$ cat config.mk
export PLATFORM = sky130hd
export DESIGN_NAME = pkcs1_v15_type2_unpad
export DESIGN_NICKNAME = d
export VERILOG_FILES = /design/src/hw/rtl/pk1u_pkg.sv /design/src/hw/rtl/pk1u_cell.sv /design/src/hw/rtl/pk1u_ctrl.sv /design/src/hw/rtl/pkcs1_v15_type2_unpad.sv
export SDC_FILE = /design/constraint.sdc
export NUM_CORES = 2
export LEC_CHECK = 0
export ABC_AREA = 1
export BUFFER_PORTS_ARGS = -buffer_cell sky130_fd_sc_hd__buf_2
export CORE_UTILIZATION = 65
export CTS_CLUSTER_DIAMETER = 30
export CTS_CLUSTER_SIZE = 30
export DETAILED_ROUTE_END_ITERATION = 16
export GPL_TIMING_DRIVEN = 0
export PLACE_DENSITY = 0.81
export SLEW_MARGIN = 5
export SYNTH_ARGS = -nofsm -noshare
export SYNTH_HDL_FRONTEND = slang
export SYNTH_SLANG_ARGS = --single-unit
$ cat constraint.sdc
create_clock -name clock -period 30.8 [get_ports clock]
set_input_delay 3.08 -clock clock [delete_from_list [all_inputs] [get_ports clock]]
set_output_delay 3.08 -clock clock [all_outputs]
set_load 0.01 [all_outputs]
$ cat src/hw/rtl/pk1u_pkg.sv
// ----------------------------------------------------------------------------
// pk1u_pkg: shared constants and types for the type 2 unpadding block
// Sizes, layout constants, register indexes, the cell control struct and the parse status struct.
// ----------------------------------------------------------------------------
package pk1u_pkg;

   localparam int MAX_MESSAGE_BYTES = 64;
   localparam int MAX_EM_BYTES      = 512;

   localparam int BYTE_WIDTH     = 8;
   localparam int EM_LEN_WIDTH   = 10;
   localparam int MSG_LEN_WIDTH  = 7;
   localparam int POS_WIDTH      = 10;
   localparam int CALC_WIDTH     = 12;
   localparam int LEN_WIDTH      = $clog2(MAX_EM_BYTES + 1);
   localparam int CELL_IDX_WIDTH = (MAX_MESSAGE_BYTES > 1) ? $clog2(MAX_MESSAGE_BYTES) : 1;
   localparam int COUNT_WIDTH    = $clog2(MAX_MESSAGE_BYTES + 1);
   localparam int CSR_ADDR_WIDTH = 1;
   localparam int CSR_DATA_WIDTH = EM_LEN_WIDTH;

   localparam logic [BYTE_WIDTH-1:0] LEAD_BYTE     = 8'h00;
   localparam logic [BYTE_WIDTH-1:0] BLOCK_TYPE    = 8'h02;
   localparam logic [BYTE_WIDTH-1:0] SEPARATOR     = 8'h00;
   localparam int                    MIN_SEP_INDEX = 10;
   localparam int                    MIN_OVERHEAD  = 11;

   localparam logic [EM_LEN_WIDTH-1:0]  EM_LENGTH_RESET      = 10'd256;
   localparam logic [MSG_LEN_WIDTH-1:0] MESSAGE_LENGTH_RESET = 7'd48;

   localparam logic [CSR_ADDR_WIDTH-1:0] CSR_EM_LENGTH      = 1'b0;
   localparam logic [CSR_ADDR_WIDTH-1:0] CSR_MESSAGE_LENGTH = 1'b1;

   typedef struct packed {
      logic load;
      logic shift;
      logic valid;
   } cell_ctrl_type;

   typedef struct packed {
      logic                      final_beat;
      logic                      wr_ok;
      logic [CELL_IDX_WIDTH-1:0] wr_idx;
      logic                      run_valid;
   } parse_status_type;

endpackage

$ cat src/hw/rtl/pk1u_cell.sv
// ----------------------------------------------------------------------------
// pk1u_cell: one message position
// Holds the stored message and fallback byte for its position and one stage
// of the output chain, which loads the chosen byte (or zero for a zero-filled
// position) and shifts toward the port.
module pk1u_cell
   import pk1u_pkg::*;
(
   input  logic                  clock,
   input  cell_ctrl_type         ctrl,
   input  logic                  wr_en,
   input  logic                  zero_fill,
   input  logic [BYTE_WIDTH-1:0] em_byte,
   input  logic [BYTE_WIDTH-1:0] fallback_byte,
   input  logic [BYTE_WIDTH-1:0] chain_in,
   output logic [BYTE_WIDTH-1:0] chain_out
);

   logic [BYTE_WIDTH-1:0] msg_ff, msg_in;
   logic [BYTE_WIDTH-1:0] fb_ff, fb_in;
   logic [BYTE_WIDTH-1:0] out_ff, out_in;

   always_comb begin
      msg_in = wr_en ? em_byte : msg_ff;
      fb_in  = wr_en ? fallback_byte : fb_ff;
      out_in = out_ff;
      if (ctrl.load) begin
         // the byte written in this same beat is already visible here
         if (zero_fill) begin
            out_in = '0;
         end else begin
            out_in = ctrl.valid ? msg_in : fb_in;
         end
      end else if (ctrl.shift) begin
         out_in = chain_in;
      end
   end

   always_ff @(posedge clock) begin
      msg_ff <= msg_in;
      fb_ff  <= fb_in;
      out_ff <= out_in;
   end

   assign chain_out = out_ff;

endmodule

$ cat src/hw/rtl/pk1u_ctrl.sv
// ----------------------------------------------------------------------------
// pk1u_ctrl: layout checker
// Tracks the byte position, header bytes and first separator of a run and
// gives the store index, the end of run and the layout verdict for a beat.
// ----------------------------------------------------------------------------
module pk1u_ctrl
   import pk1u_pkg::*;
(
   input  logic                     clock,
   input  logic                     reset,
   input  logic                     accept,
   input  logic [BYTE_WIDTH-1:0]    em_byte,
   input  logic [LEN_WIDTH-1:0]     len,
   input  logic [MSG_LEN_WIDTH-1:0] mlen,
   output parse_status_type         status
);

   logic [POS_WIDTH-1:0] pos_ff, pos_in;
   logic                 hdr_ok_ff, hdr_ok_in;
   logic                 searching_ff, searching_in;
   logic [POS_WIDTH-1:0] sep_idx_ff, sep_idx_in;
   logic                 sep_found_ff, sep_found_in;

   logic [CALC_WIDTH-1:0] pos_w, len_w, mlen_w, sum_w, idx_w, sep_w;
   logic                  final_beat;

   always_comb begin
      pos_w  = CALC_WIDTH'(pos_ff);
      len_w  = CALC_WIDTH'(len);
      mlen_w = CALC_WIDTH'(mlen);
      sum_w  = pos_w + mlen_w;
      idx_w  = sum_w - len_w;

      hdr_ok_in    = hdr_ok_ff;
      searching_in = searching_ff;
      sep_idx_in   = sep_idx_ff;
      sep_found_in = sep_found_ff;
      if (pos_ff == POS_WIDTH'(0)) begin
         hdr_ok_in = hdr_ok_ff && (em_byte == LEAD_BYTE);
      end else if (pos_ff == POS_WIDTH'(1)) begin
         hdr_ok_in = hdr_ok_ff && (em_byte == BLOCK_TYPE);
      end else if (searching_ff && (em_byte == SEPARATOR)) begin
         sep_idx_in   = pos_ff;
         sep_found_in = 1'b1;
         searching_in = 1'b0;
      end
      sep_w = CALC_WIDTH'(sep_idx_in);

      final_beat = (pos_w + CALC_WIDTH'(1)) >= len_w;

      status.final_beat = final_beat;
      status.wr_ok      = (sum_w >= len_w) && (sum_w < len_w + mlen_w);
      status.wr_idx     = idx_w[CELL_IDX_WIDTH-1:0];
      status.run_valid  = hdr_ok_in && sep_found_in
                       && (sep_w >= CALC_WIDTH'(MIN_SEP_INDEX))
                       && (len_w == sep_w + CALC_WIDTH'(1) + mlen_w)
                       && (len_w >= mlen_w + CALC_WIDTH'(MIN_OVERHEAD));

      pos_in = final_beat ? '0 : pos_ff + POS_WIDTH'(1);
   end

   always_ff @(posedge clock) begin
      if (reset) begin
         pos_ff       <= '0;
         hdr_ok_ff    <= 1'b1;
         searching_ff <= 1'b1;
         sep_idx_ff   <= '0;
         sep_found_ff <= 1'b0;
      end else if (accept) begin
         if (final_beat) begin
            pos_ff       <= '0;
            hdr_ok_ff    <= 1'b1;
            searching_ff <= 1'b1;
            sep_idx_ff   <= '0;
            sep_found_ff <= 1'b0;
         end else begin
            pos_ff       <= pos_in;
            hdr_ok_ff    <= hdr_ok_in;
            searching_ff <= searching_in;
            sep_idx_ff   <= sep_idx_in;
            sep_found_ff <= sep_found_in;
         end
      end
   end

endmodule

$ cat src/hw/rtl/pkcs1_v15_type2_unpad.sv
// ----------------------------------------------------------------------------
// pkcs1_v15_type2_unpad: type 2 encoded message unpadding
// Latency: the first result beat is valid the cycle after the final input beat.
// Throughput: one input beat per cycle; a run emits message_length result beats
//   (at most MAX_MESSAGE_BYTES) at one per cycle while rsp_tready is high, from
//   the output cell chain, and a final input beat waits until the last result
//   beat of the previous run leaves, at the latest in the same cycle.
// Reset: synchronous, active high; clears run state and restores the default
//   lengths, no clear pass.
// ----------------------------------------------------------------------------
module pkcs1_v15_type2_unpad
   import pk1u_pkg::*;
(
   input  logic                      clock,
   input  logic                      reset,
   // configuration
   input  logic                      csr_we,
   input  logic [CSR_ADDR_WIDTH-1:0] csr_addr,
   input  logic [CSR_DATA_WIDTH-1:0] csr_wdata,
   // input beats
   input  logic                      req_tvalid,
   output logic                      req_tready,
   input  logic [15:0]               req_tdata,  // em_byte, fallback_byte
   // result beats
   output logic                      rsp_tvalid,
   input  logic                      rsp_tready,
   output logic [7:0]                rsp_tdata,  // message_byte
   output logic                      rsp_tuser,  // padding_valid
   output logic                      rsp_tlast   // last_byte
);

   logic [EM_LEN_WIDTH-1:0]  em_length_ff;
   logic [MSG_LEN_WIDTH-1:0] message_length_ff;

   logic [LEN_WIDTH-1:0]     len;
   logic [MSG_LEN_WIDTH-1:0] mlen;
   logic [BYTE_WIDTH-1:0]    em_byte, fallback_byte;

   parse_status_type         status;
   cell_ctrl_type            cell_ctrl;
   logic                     req_accept, rsp_accept, load;
   logic [COUNT_WIDTH-1:0]   remain_ff;
   logic                     valid_ff;
   logic [CALC_WIDTH-1:0]    short_cnt;
   logic                     is_short;
   logic [BYTE_WIDTH-1:0]    chain [MAX_MESSAGE_BYTES+1];

   assign em_byte       = req_tdata[7:0];
   assign fallback_byte = req_tdata[15:8];

   always_ff @(posedge clock) begin
      if (reset) begin
         em_length_ff      <= EM_LENGTH_RESET;
         message_length_ff <= MESSAGE_LENGTH_RESET;
      end else if (csr_we) begin
         case (csr_addr)
            CSR_EM_LENGTH:      em_length_ff      <= csr_wdata;
            CSR_MESSAGE_LENGTH: message_length_ff <= csr_wdata[MSG_LEN_WIDTH-1:0];
            default: ;
         endcase
      end
   end

   // clamp lengths to the supported range
   always_comb begin
      if (em_length_ff == '0) begin
         len = LEN_WIDTH'(1);
      end else if (CALC_WIDTH'(em_length_ff) > CALC_WIDTH'(MAX_EM_BYTES)) begin
         len = LEN_WIDTH'(MAX_EM_BYTES);
      end else begin
         len = LEN_WIDTH'(em_length_ff);
      end
      if (CALC_WIDTH'(message_length_ff) > CALC_WIDTH'(MAX_MESSAGE_BYTES)) begin
         mlen = MSG_LEN_WIDTH'(MAX_MESSAGE_BYTES);
      end else begin
         mlen = message_length_ff;
      end
      is_short  = CALC_WIDTH'(mlen) > CALC_WIDTH'(len);
      short_cnt = CALC_WIDTH'(mlen) - CALC_WIDTH'(len);
   end

   pk1u_ctrl u_ctrl (
      .clock   (clock),
      .reset   (reset),
      .accept  (req_accept),
      .em_byte (em_byte),
      .len     (len),
      .mlen    (mlen),
      .status  (status)
   );

   // a final beat may enter only once the output chain is free to reload
   assign req_tready = !status.final_beat || (remain_ff == '0)
                    || ((remain_ff == COUNT_WIDTH'(1)) && rsp_tready);
   assign req_accept = req_tvalid && req_tready;
   assign rsp_accept = rsp_tvalid && rsp_tready;
   assign load       = req_accept && status.final_beat && (mlen != '0);

   assign cell_ctrl.load  = load;
   assign cell_ctrl.shift = rsp_accept && !load;
   assign cell_ctrl.valid = status.run_valid;

   always_ff @(posedge clock) begin
      if (reset) begin
         remain_ff <= '0;
         valid_ff  <= 1'b0;
      end else if (load) begin
         remain_ff <= COUNT_WIDTH'(mlen);
         valid_ff  <= status.run_valid;
      end else if (rsp_accept) begin
         remain_ff <= remain_ff - COUNT_WIDTH'(1);
      end
   end

   assign chain[MAX_MESSAGE_BYTES] = '0;

   for (genvar i = 0; i < MAX_MESSAGE_BYTES; i++) begin : g_cell
      logic wr_en;
      logic zero_fill;

      assign wr_en     = req_accept && status.wr_ok
                      && (status.wr_idx == CELL_IDX_WIDTH'(i));
      // positions before the start of a short run read as zero
      assign zero_fill = is_short && (CALC_WIDTH'(i) < short_cnt);

      pk1u_cell u_cell (
         .clock         (clock),
         .ctrl          (cell_ctrl),
         .wr_en         (wr_en),
         .zero_fill     (zero_fill),
         .em_byte       (em_byte),
         .fallback_byte (fallback_byte),
         .chain_in      (chain[i+1]),
         .chain_out     (chain[i])
      );
   end

   assign rsp_tvalid = (remain_ff != '0);
   assign rsp_tdata  = chain[0];
   assign rsp_tuser  = valid_ff;
   assign rsp_tlast  = (remain_ff == COUNT_WIDTH'(1));

endmodule

Word-level counts from Yosys, hierarchy flattened
Cells that the tools add are included.
{"block": "classes", "n_addsub": 10, "mul": 0, "n_div": 0, "magnitude_cmp": 72, "eq_ne": 69, "n_shift": 0, "muxes": 405, "bitwise_logic": 1, "reduce_logical": 160}
{"op": "$mux W8", "n": 384}
{"op": "$lt A6 B12 Y1 const A", "n": 32}
{"op": "$eq A6 B6 Y1 const B", "n": 32}
{"op": "$lt A5 B12 Y1 const A", "n": 16}
{"op": "$logic_and A1 B1 Y1", "n": 143}
{"op": "$eq A6 B5 Y1 const B", "n": 16}
{"op": "$lt A4 B12 Y1 const A", "n": 8}
{"op": "$mux W10", "n": 7}
{"op": "$eq A6 B4 Y1 const B", "n": 8}
{"op": "$lt A3 B12 Y1 const A", "n": 4}
{"op": "$eq A6 B3 Y1 const B", "n": 4}
{"op": "$lt A1 B12 Y1 const A", "n": 2}
{"op": "$lt A2 B12 Y1 const A", "n": 2}
{"op": "$add A10 B1 Y11 const B", "n": 2}
{"op": "$add A10 B7 Y11", "n": 2}
{"op": "$ge A11 B10 Y1", "n": 2}
{"op": "$mux W7", "n": 3}
{"op": "$logic_not A10 Y1", "n": 2}
{"op": "$reduce_bool A7 Y1", "n": 2}
{"op": "$add A12 B7 Y12", "n": 1}
{"op": "$eq A10 B12 Y1", "n": 1}
{"op": "$eq A6 B2 Y1 const B", "n": 2}
{"op": "$lt A11 B11 Y1", "n": 1}
{"op": "$mux W1", "n": 11}
{"op": "24 further kinds", "n": 30}
{"block": "word_totals", "reg_bits": 1584, "latch_bits": 0, "mem_bits_rw": 0, "romBits": 0, "inputBits": 32, "out_inout_bits": 12, "elab_cells": 918, "memories": 0}

Depth between registers and ports, before layout
{"block": "depth", "ltp_word": 14, "ltp_mapped": 35, "depth_no_buf": 33}

Hierarchy
Synthesis repeated with hierarchy kept, for this count alone.
{"block": "unflattened", "cells_unflattened": 8869, "hier_area_um2": 70642.8}
{"module": "pk1u_cell", "instances": 64, "cells_each": 121, "area_per_inst_um2": 996.0, "seq_area_each_um2": 560.5}
{"module": "pk1u_ctrl", "instances": 1, "cells_each": 574, "area_per_inst_um2": 3746.1, "seq_area_each_um2": 460.4}
{"module": "pkcs1_v15_type2_unpad", "instances": 1, "cells_each": 551, "area_per_inst_um2": 3155.5, "seq_area_each_um2": 500.5}

Least setup slack after synthesis
No wires, ideal clock.
{"block": "synth_path", "path_type": "input -> register", "from": "input port rsp_tready", "to": "register remain_ff[2]", "setup_time_ps": 135, "t_arrival_ps": 16132, "required_ps": 30665, "setup_slack_ps": 14533, "path_stages": 8, "path_buffers": 1, "path_cell_list": "a21oi_1 -> a21boi_1 -> nand3_1 -> clkbuf_1 -> nand2_1 -> inv_1 -> nand2_1 -> a31oi_1"}
{"block": "synth_via", "elab_chain_cells": 6, "word_cells_on_any_way": 8, "classes_between": "1 x mux; 7 x reduce/logical"}
{"element": "start, declared", "line_no": "pkcs1_v15_type2_unpad.sv:26", "text": "input logic rsp_tready,"}
{"element": "$logic_and A1 B1 Y1", "line_no": "pkcs1_v15_type2_unpad.sv:94", "text": "|| ((remain_ff == COUNT_WIDTH'(1)) && rsp_tready);"}
{"element": "$logic_or A1 B1 Y1", "line_no": "pkcs1_v15_type2_unpad.sv:94"}
{"element": "$logic_and A1 B1 Y1", "line_no": "pkcs1_v15_type2_unpad.sv:95", "text": "assign req_accept = req_tvalid && req_tready;"}
{"element": "$logic_and A1 B1 Y1 (2 in series)", "line_no": "pkcs1_v15_type2_unpad.sv:97", "text": "assign load = req_accept && status.final_beat && (mlen != '0);"}
{"element": "$mux W7 / $reduce_bool A2 Y1 (equally long branches)"}
{"element": "end signal, assigned", "line_no": "pkcs1_v15_type2_unpad.sv:108", "text": "remain_ff <= COUNT_WIDTH'(mlen);"}
{"element": "end signal, assigned", "line_no": "pkcs1_v15_type2_unpad.sv:111", "text": "remain_ff <= remain_ff - COUNT_WIDTH'(1);"}
{"element": "end, declared", "line_no": "pkcs1_v15_type2_unpad.sv:42", "text": "logic [COUNT_WIDTH-1:0] remain_ff;"}
Several ways; a longest one is shown, not always the timed one.
A chain may end at the register's enable or synchronous reset.

Worst setup path after layout
{"block": "layout_path", "from": "input port req_tdata[7]", "to": "register g_cell[56].u_cell.out_ff[5], data pin"}
{"block": "layout_via", "elab_chain_cells": 13, "word_cells_on_any_way": 24, "classes_between": "2 x add/sub; 1 x order compare; 2 x eq/ne; 11 x mux; 8 x reduce/logical"}
{"element": "start, declared", "line_no": "pkcs1_v15_type2_unpad.sv:23", "text": "input logic [15:0] req_tdata,"}
{"element": "$logic_not A8 Y1", "line_no": "pk1u_ctrl.sv:39, pk1u_ctrl.sv:42"}
{"element": "$logic_and A1 B1 Y1", "line_no": "pk1u_ctrl.sv:42", "text": "end else if (searching_ff && (em_byte == SEPARATOR)) begin"}
{"element": "$mux W10", "line_no": "pk1u_ctrl.sv:42"}
{"element": "$mux W10", "line_no": "pk1u_ctrl.sv:40", "text": "end else if (pos_ff == POS_WIDTH'(1)) begin"}
{"element": "$mux W10", "line_no": "pk1u_ctrl.sv:38", "text": "if (pos_ff == POS_WIDTH'(0)) begin"}
{"element": "$add A10 B1 Y11", "line_no": "pk1u_ctrl.sv:56", "text": "&& (len_w == sep_w + CALC_WIDTH'(1) + mlen_w)"}
{"element": "$add A12 B7 Y12", "line_no": "pk1u_ctrl.sv:56"}
{"element": "$eq A10 B12 Y1", "line_no": "pk1u_ctrl.sv:56"}
{"element": "$logic_and A1 B1 Y1 (*)", "line_no": "pk1u_ctrl.sv:56"}
{"element": "$logic_and A1 B1 Y1 (*)", "line_no": "pk1u_ctrl.sv:57", "text": "&& (len_w >= mlen_w + CALC_WIDTH'(MIN_OVERHEAD));"}
{"element": "$mux W8 (*)", "line_no": "pk1u_cell.sv:32", "text": "out_in = ctrl.valid ? msg_in : fb_in;"}
{"element": "$mux W8 (*)", "line_no": "pk1u_cell.sv:29", "text": "if (zero_fill) begin"}
{"element": "$mux W8 (*)", "line_no": "pk1u_cell.sv:27", "text": "if (ctrl.load) begin"}
{"element": "via g_cell[56].u_cell.out_in[5]", "line_no": "pk1u_cell.sv:21", "text": "logic [BYTE_WIDTH-1:0] out_ff, out_in;"}
{"element": "end signal, assigned", "line_no": "pk1u_cell.sv:42", "text": "out_ff <= out_in;"}
{"element": "end, declared", "line_no": "pk1u_cell.sv:21"}
The timed path passes the listed nets; every way through them passes the cells marked *.

==> impl_metrics.env <==
export IMPL_die_w_um=346
export IMPL_setup_viol=0
export IMPL_final_period_utilization_pct=27.2
export IMPL_tightestPinTransition_ns=1.56
export IMPL_die_height_um=346
export IMPL_grt_pass1_wl_um=397000
export IMPL_ant_nets=0
export IMPL_ys_types=50
export IMPL_critPathArrivalTime_ns=9.02
export IMPL_status="finished, violations left"
export IMPL_cts_tree="built"
export IMPL_clk_pin_slew_ns=0.05
export IMPL_peakVddDrop_uv=103
export IMPL_start_util_pct=66.0
export IMPL_drv_cap=3
export IMPL_drtIter0Drc=10800
export IMPL_synth_area_sq_um=77100
export IMPL_critical_path_peak_fanout=10
export IMPL_drtPass1Iterations=10
export IMPL_grt_start_max_net_pins=71
export IMPL_drc_errors=0
export IMPL_min_period_ns=8.37
export IMPL_p_leak_nw=45.0
export IMPL_drive_gt1_share_pct=9.72
export IMPL_maxSlewViolCount=34
export IMPL_rsz0062_at_grt="no"
export IMPL_wl_met1_um=95400
export IMPL_cp_start_kind="input pin"
export IMPL_clock_path_buffers=4
export IMPL_synth_seq_cells=1584
export IMPL_track_usage_pct=43.2
export IMPL_fmax_mhz=119
export IMPL_slowest_stage="clkbuf_1"
export IMPL_wl_met2_um=117000
export IMPL_place_congestion=0.992
export IMPL_cts_sinks=1584
export IMPL_hold_path_class="register to register"
export IMPL_worstSetupPathType="input pin to register"
export IMPL_antenna_found_initial=8
export IMPL_die_area_sq_um=120000
export IMPL_power_density_nw_per_um2=121
export IMPL_fillers=7886
export IMPL_postCtsSetupBuffers=0
export IMPL_holdBufCountCts=0
export IMPL_grt_pass1_vias=70100
export IMPL_routed_wl_um=267000
export IMPL_num_vias=74300
export IMPL_fin_util_pct=78.6
export IMPL_synth_area_per_cell_sq_um=7.24
export IMPL_top_layer_used="met5"
export IMPL_maxSlewHeadroom_pct=-3.73
export IMPL_dpl_hpwl_um=172000
export IMPL_synthCells=10600
export IMPL_numCtsBuffers=347
export IMPL_final_hold_viol_count=0
export IMPL_ios=44
export IMPL_nets=11200
export IMPL_required_ns=31.45
export IMPL_vias_per_cell=5.78
export IMPL_violations="max-capacitance violations, max-slew violations"
export IMPL_root_buffer="clkbuf_16"
export IMPL_io_buffers=43
export IMPL_htree_levels=5
export IMPL_tns_ns=0
export IMPL_critPathMostFrequentCell="nand2_1"
export IMPL_ys_seq_area_share_pct=47.8
export IMPL_ys_warn_count=0
export IMPL_clock_latency_ns=0.93
export IMPL_syn2layout_area_growth_pct=19.0
export IMPL_finClkSkew_ns=0.0720
export IMPL_grt_overflow=0
export IMPL_cts_resized=0
export IMPL_critical_path_max_stage_delay_ns=0.79
export IMPL_wire_per_inst_um=20.8
export IMPL_ff_latch_area_sq_um=36800
export IMPL_multi_input_area_sq_um=29600
export IMPL_crit_path_end_kind="register"
export IMPL_wl_met3_um=34500
export IMPL_core_sq_um=117000
export IMPL_rows=125
==> report_power, final <==
group | internal (W) | switching [W] | total, W | leakage (nW)
logic | 0.000961 | 0.00269 | 0.00365 | 25.3
registers | 0.00329 | 0.000274 | 0.00357 | 13.7
clock network | 0.00271 | 0.00121 | 0.00392 | 5.93
total | 0.00696 | 0.00418 | 0.0111 | 45.0
==> stage by stage <==
step / setup WS, ns / total power, W / cells / hold WS (ns) / area [sq um]
after floorplan: 14.53 / 0.00613 / 10600 / 0.427 / 77100
after detailed placement: 21.80 / 0.00701 / 12200 / 0.444 / 79500
final: 22.43 / 0.0111 / 12900 / 0.459 / 91800
after global routing: 22.19 / 0.0116 / 12800 / 0.482 / 91700
after CTS: 22.69 / 0.0110 / 12800 / 0.457 / 91700
after global placement: 6.80 / 0.00724 / 12200 / 0.440 / 79200
==> layer usage <==
metal | vias up | global-route usage, %
li1 | 33800 | -
met1 | 33800 | 52.3
met2 | 5323 | 66.7
met3 | 1353 | 12.2
met4 | 2 | 29.7
met5 | - | 0
==> final timing paths <==
kind | start | end | depth (start not counted) | slack (ns)
max | req_tdata[7] | g_cell[56].u_cell.chain_out[5] | 33 | 22.43
min | g_cell[3].u_cell.fb_ff[0] | g_cell[3].u_cell.fb_ff[0] | 2 | 0.46
max reg2reg | u_ctrl.pos_ff[0] | g_cell[60].u_cell.chain_out[1] | 18 | 23.51
min reg2reg | g_cell[3].u_cell.fb_ff[0] | g_cell[3].u_cell.fb_ff[0] | 2 | 0.46
==> registers in the layout, summed over array words and instances (netlist names), 7 cells and up <==
register,cells
g_cell.u_cell.chain_out,512
remain_ff,7
em_length_ff,10
g_cell.u_cell.fb_ff,512
u_ctrl.pos_ff,10
g_cell.u_cell.msg_ff,512
u_ctrl.sep_idx_ff,10
message_length_ff,7
==> layout by cell type (no fill, tap or decap), types with 6 or more instances in the layout <==
cell type / n
buf_1: 43
xor2_1: 29
clkinvlp_4: 31
buf_2: 224
inv_6: 18
inv_2: 21
nand2_1: 1930
nand4_4: 28
nand3_4: 31
buf_4: 76
bufinv_16: 65
inv_1: 2016
dfxtp_1: 1072
xnor2_1: 13
clkinv_2: 43
clkinv_1: 17
clkbuf_8: 16
ha_1: 69
clkbuf_1: 325
nor2_1: 1867
a21oi_1: 71
a211oi_1: 13
buf_6: 23
buf_16: 8
o21ai_1: 118
o21ai_0: 126
clkbuf_2: 7
nor2_4: 70
nor3_1: 865
nand3_1: 1091
clkinv_4: 22
edfxtp_1: 512
nor2_2: 15
clkbuf_16: 361
diode_2: 15
nand2_2: 20
nand4_1: 6
==> cells in the mapped netlist (all sizes together) <==
library cell / count / share of area, %
nand3: 1125 / 7.8
dfxtp: 1072 / 28
fa: 5 / 0.13
nand4: 34 / 0.82
nor3b: 1 / 0.0097
o21ai: 246 / 1.6
o21bai: 2 / 0.019
or3: 1 / 0.0081
a41oi: 1 / 0.011
clkinv: 1 / 0.0049
conb: 1 / 0.0049
xnor2: 13 / 0.15
xor2: 29 / 0.33
a21oi: 71 / 0.46
nand2: 1954 / 9.6
or2: 3 / 0.024
ha: 69 / 1.1
edfxtp: 512 / 20
o31ai: 3 / 0.029
inv: 2037 / 9.9
nand3b: 5 / 0.049
nor3: 865 / 5.6
and3: 1 / 0.0081
clkbuf: 289 / 1.4
nor4: 1 / 0.0081
a31oi: 5 / 0.041
a21boi: 2 / 0.019
a211oi: 13 / 0.13
o211ai: 5 / 0.049
o21a: 2 / 0.019
o211a: 1 / 0.013
nor2: 1952 / 10
buf: 327 / 2.5
==> layout make-up <==
| cell class | instances | share of cell area [%] |
|---|---|---|
| flip-flops and latches | 1584 | 40.1 |
| multi-input cells | 6411 | 32.2 |
| clock buffers | 420 | 10.3 |
| inverters | 2038 | 8.33 |
| plain buffers | 616 | 3.32 |
| clock inverters | 200 | 3.13 |
| well taps | 1524 | 2.08 |
| repair buffers | 51 | 0.474 |
| diodes | 15 | 0.0409 |
==> worst max-delay path: cells and delay by family <==
| kind | cells | cell delay (ns) |
|---|---|---|
| compound gates | 2 | 0.35 |
| xor+xnor | 1 | 0.16 |
| fa+ha+maj | 2 | 0.56 |
| buf+inv | 6 | 1.41 |
| simple gates | 22 | 3.44 |
==> logic make-up (layout without fill, tap and decap cells) <==
| family | after synthesis | after routing | share of synthesized area [%] |
|---|---|---|---|
| AND/OR/NAND/NOR | 5942 | 5942 | 34.2 |
| buffers and inverters | 2654 | 3325 | 13.9 |
| flip-flops | 1584 | 1584 | 47.8 |
| AO/OA/AOI/OAI | 351 | 351 | 2.41 |
| adder cells (fa/ha/maj) | 74 | 74 | 1.25 |
| XOR/XNOR | 42 | 42 | 0.477 |
| other | 1 | 17 | 0.00486 |
(Power assumes the default switching activity.)
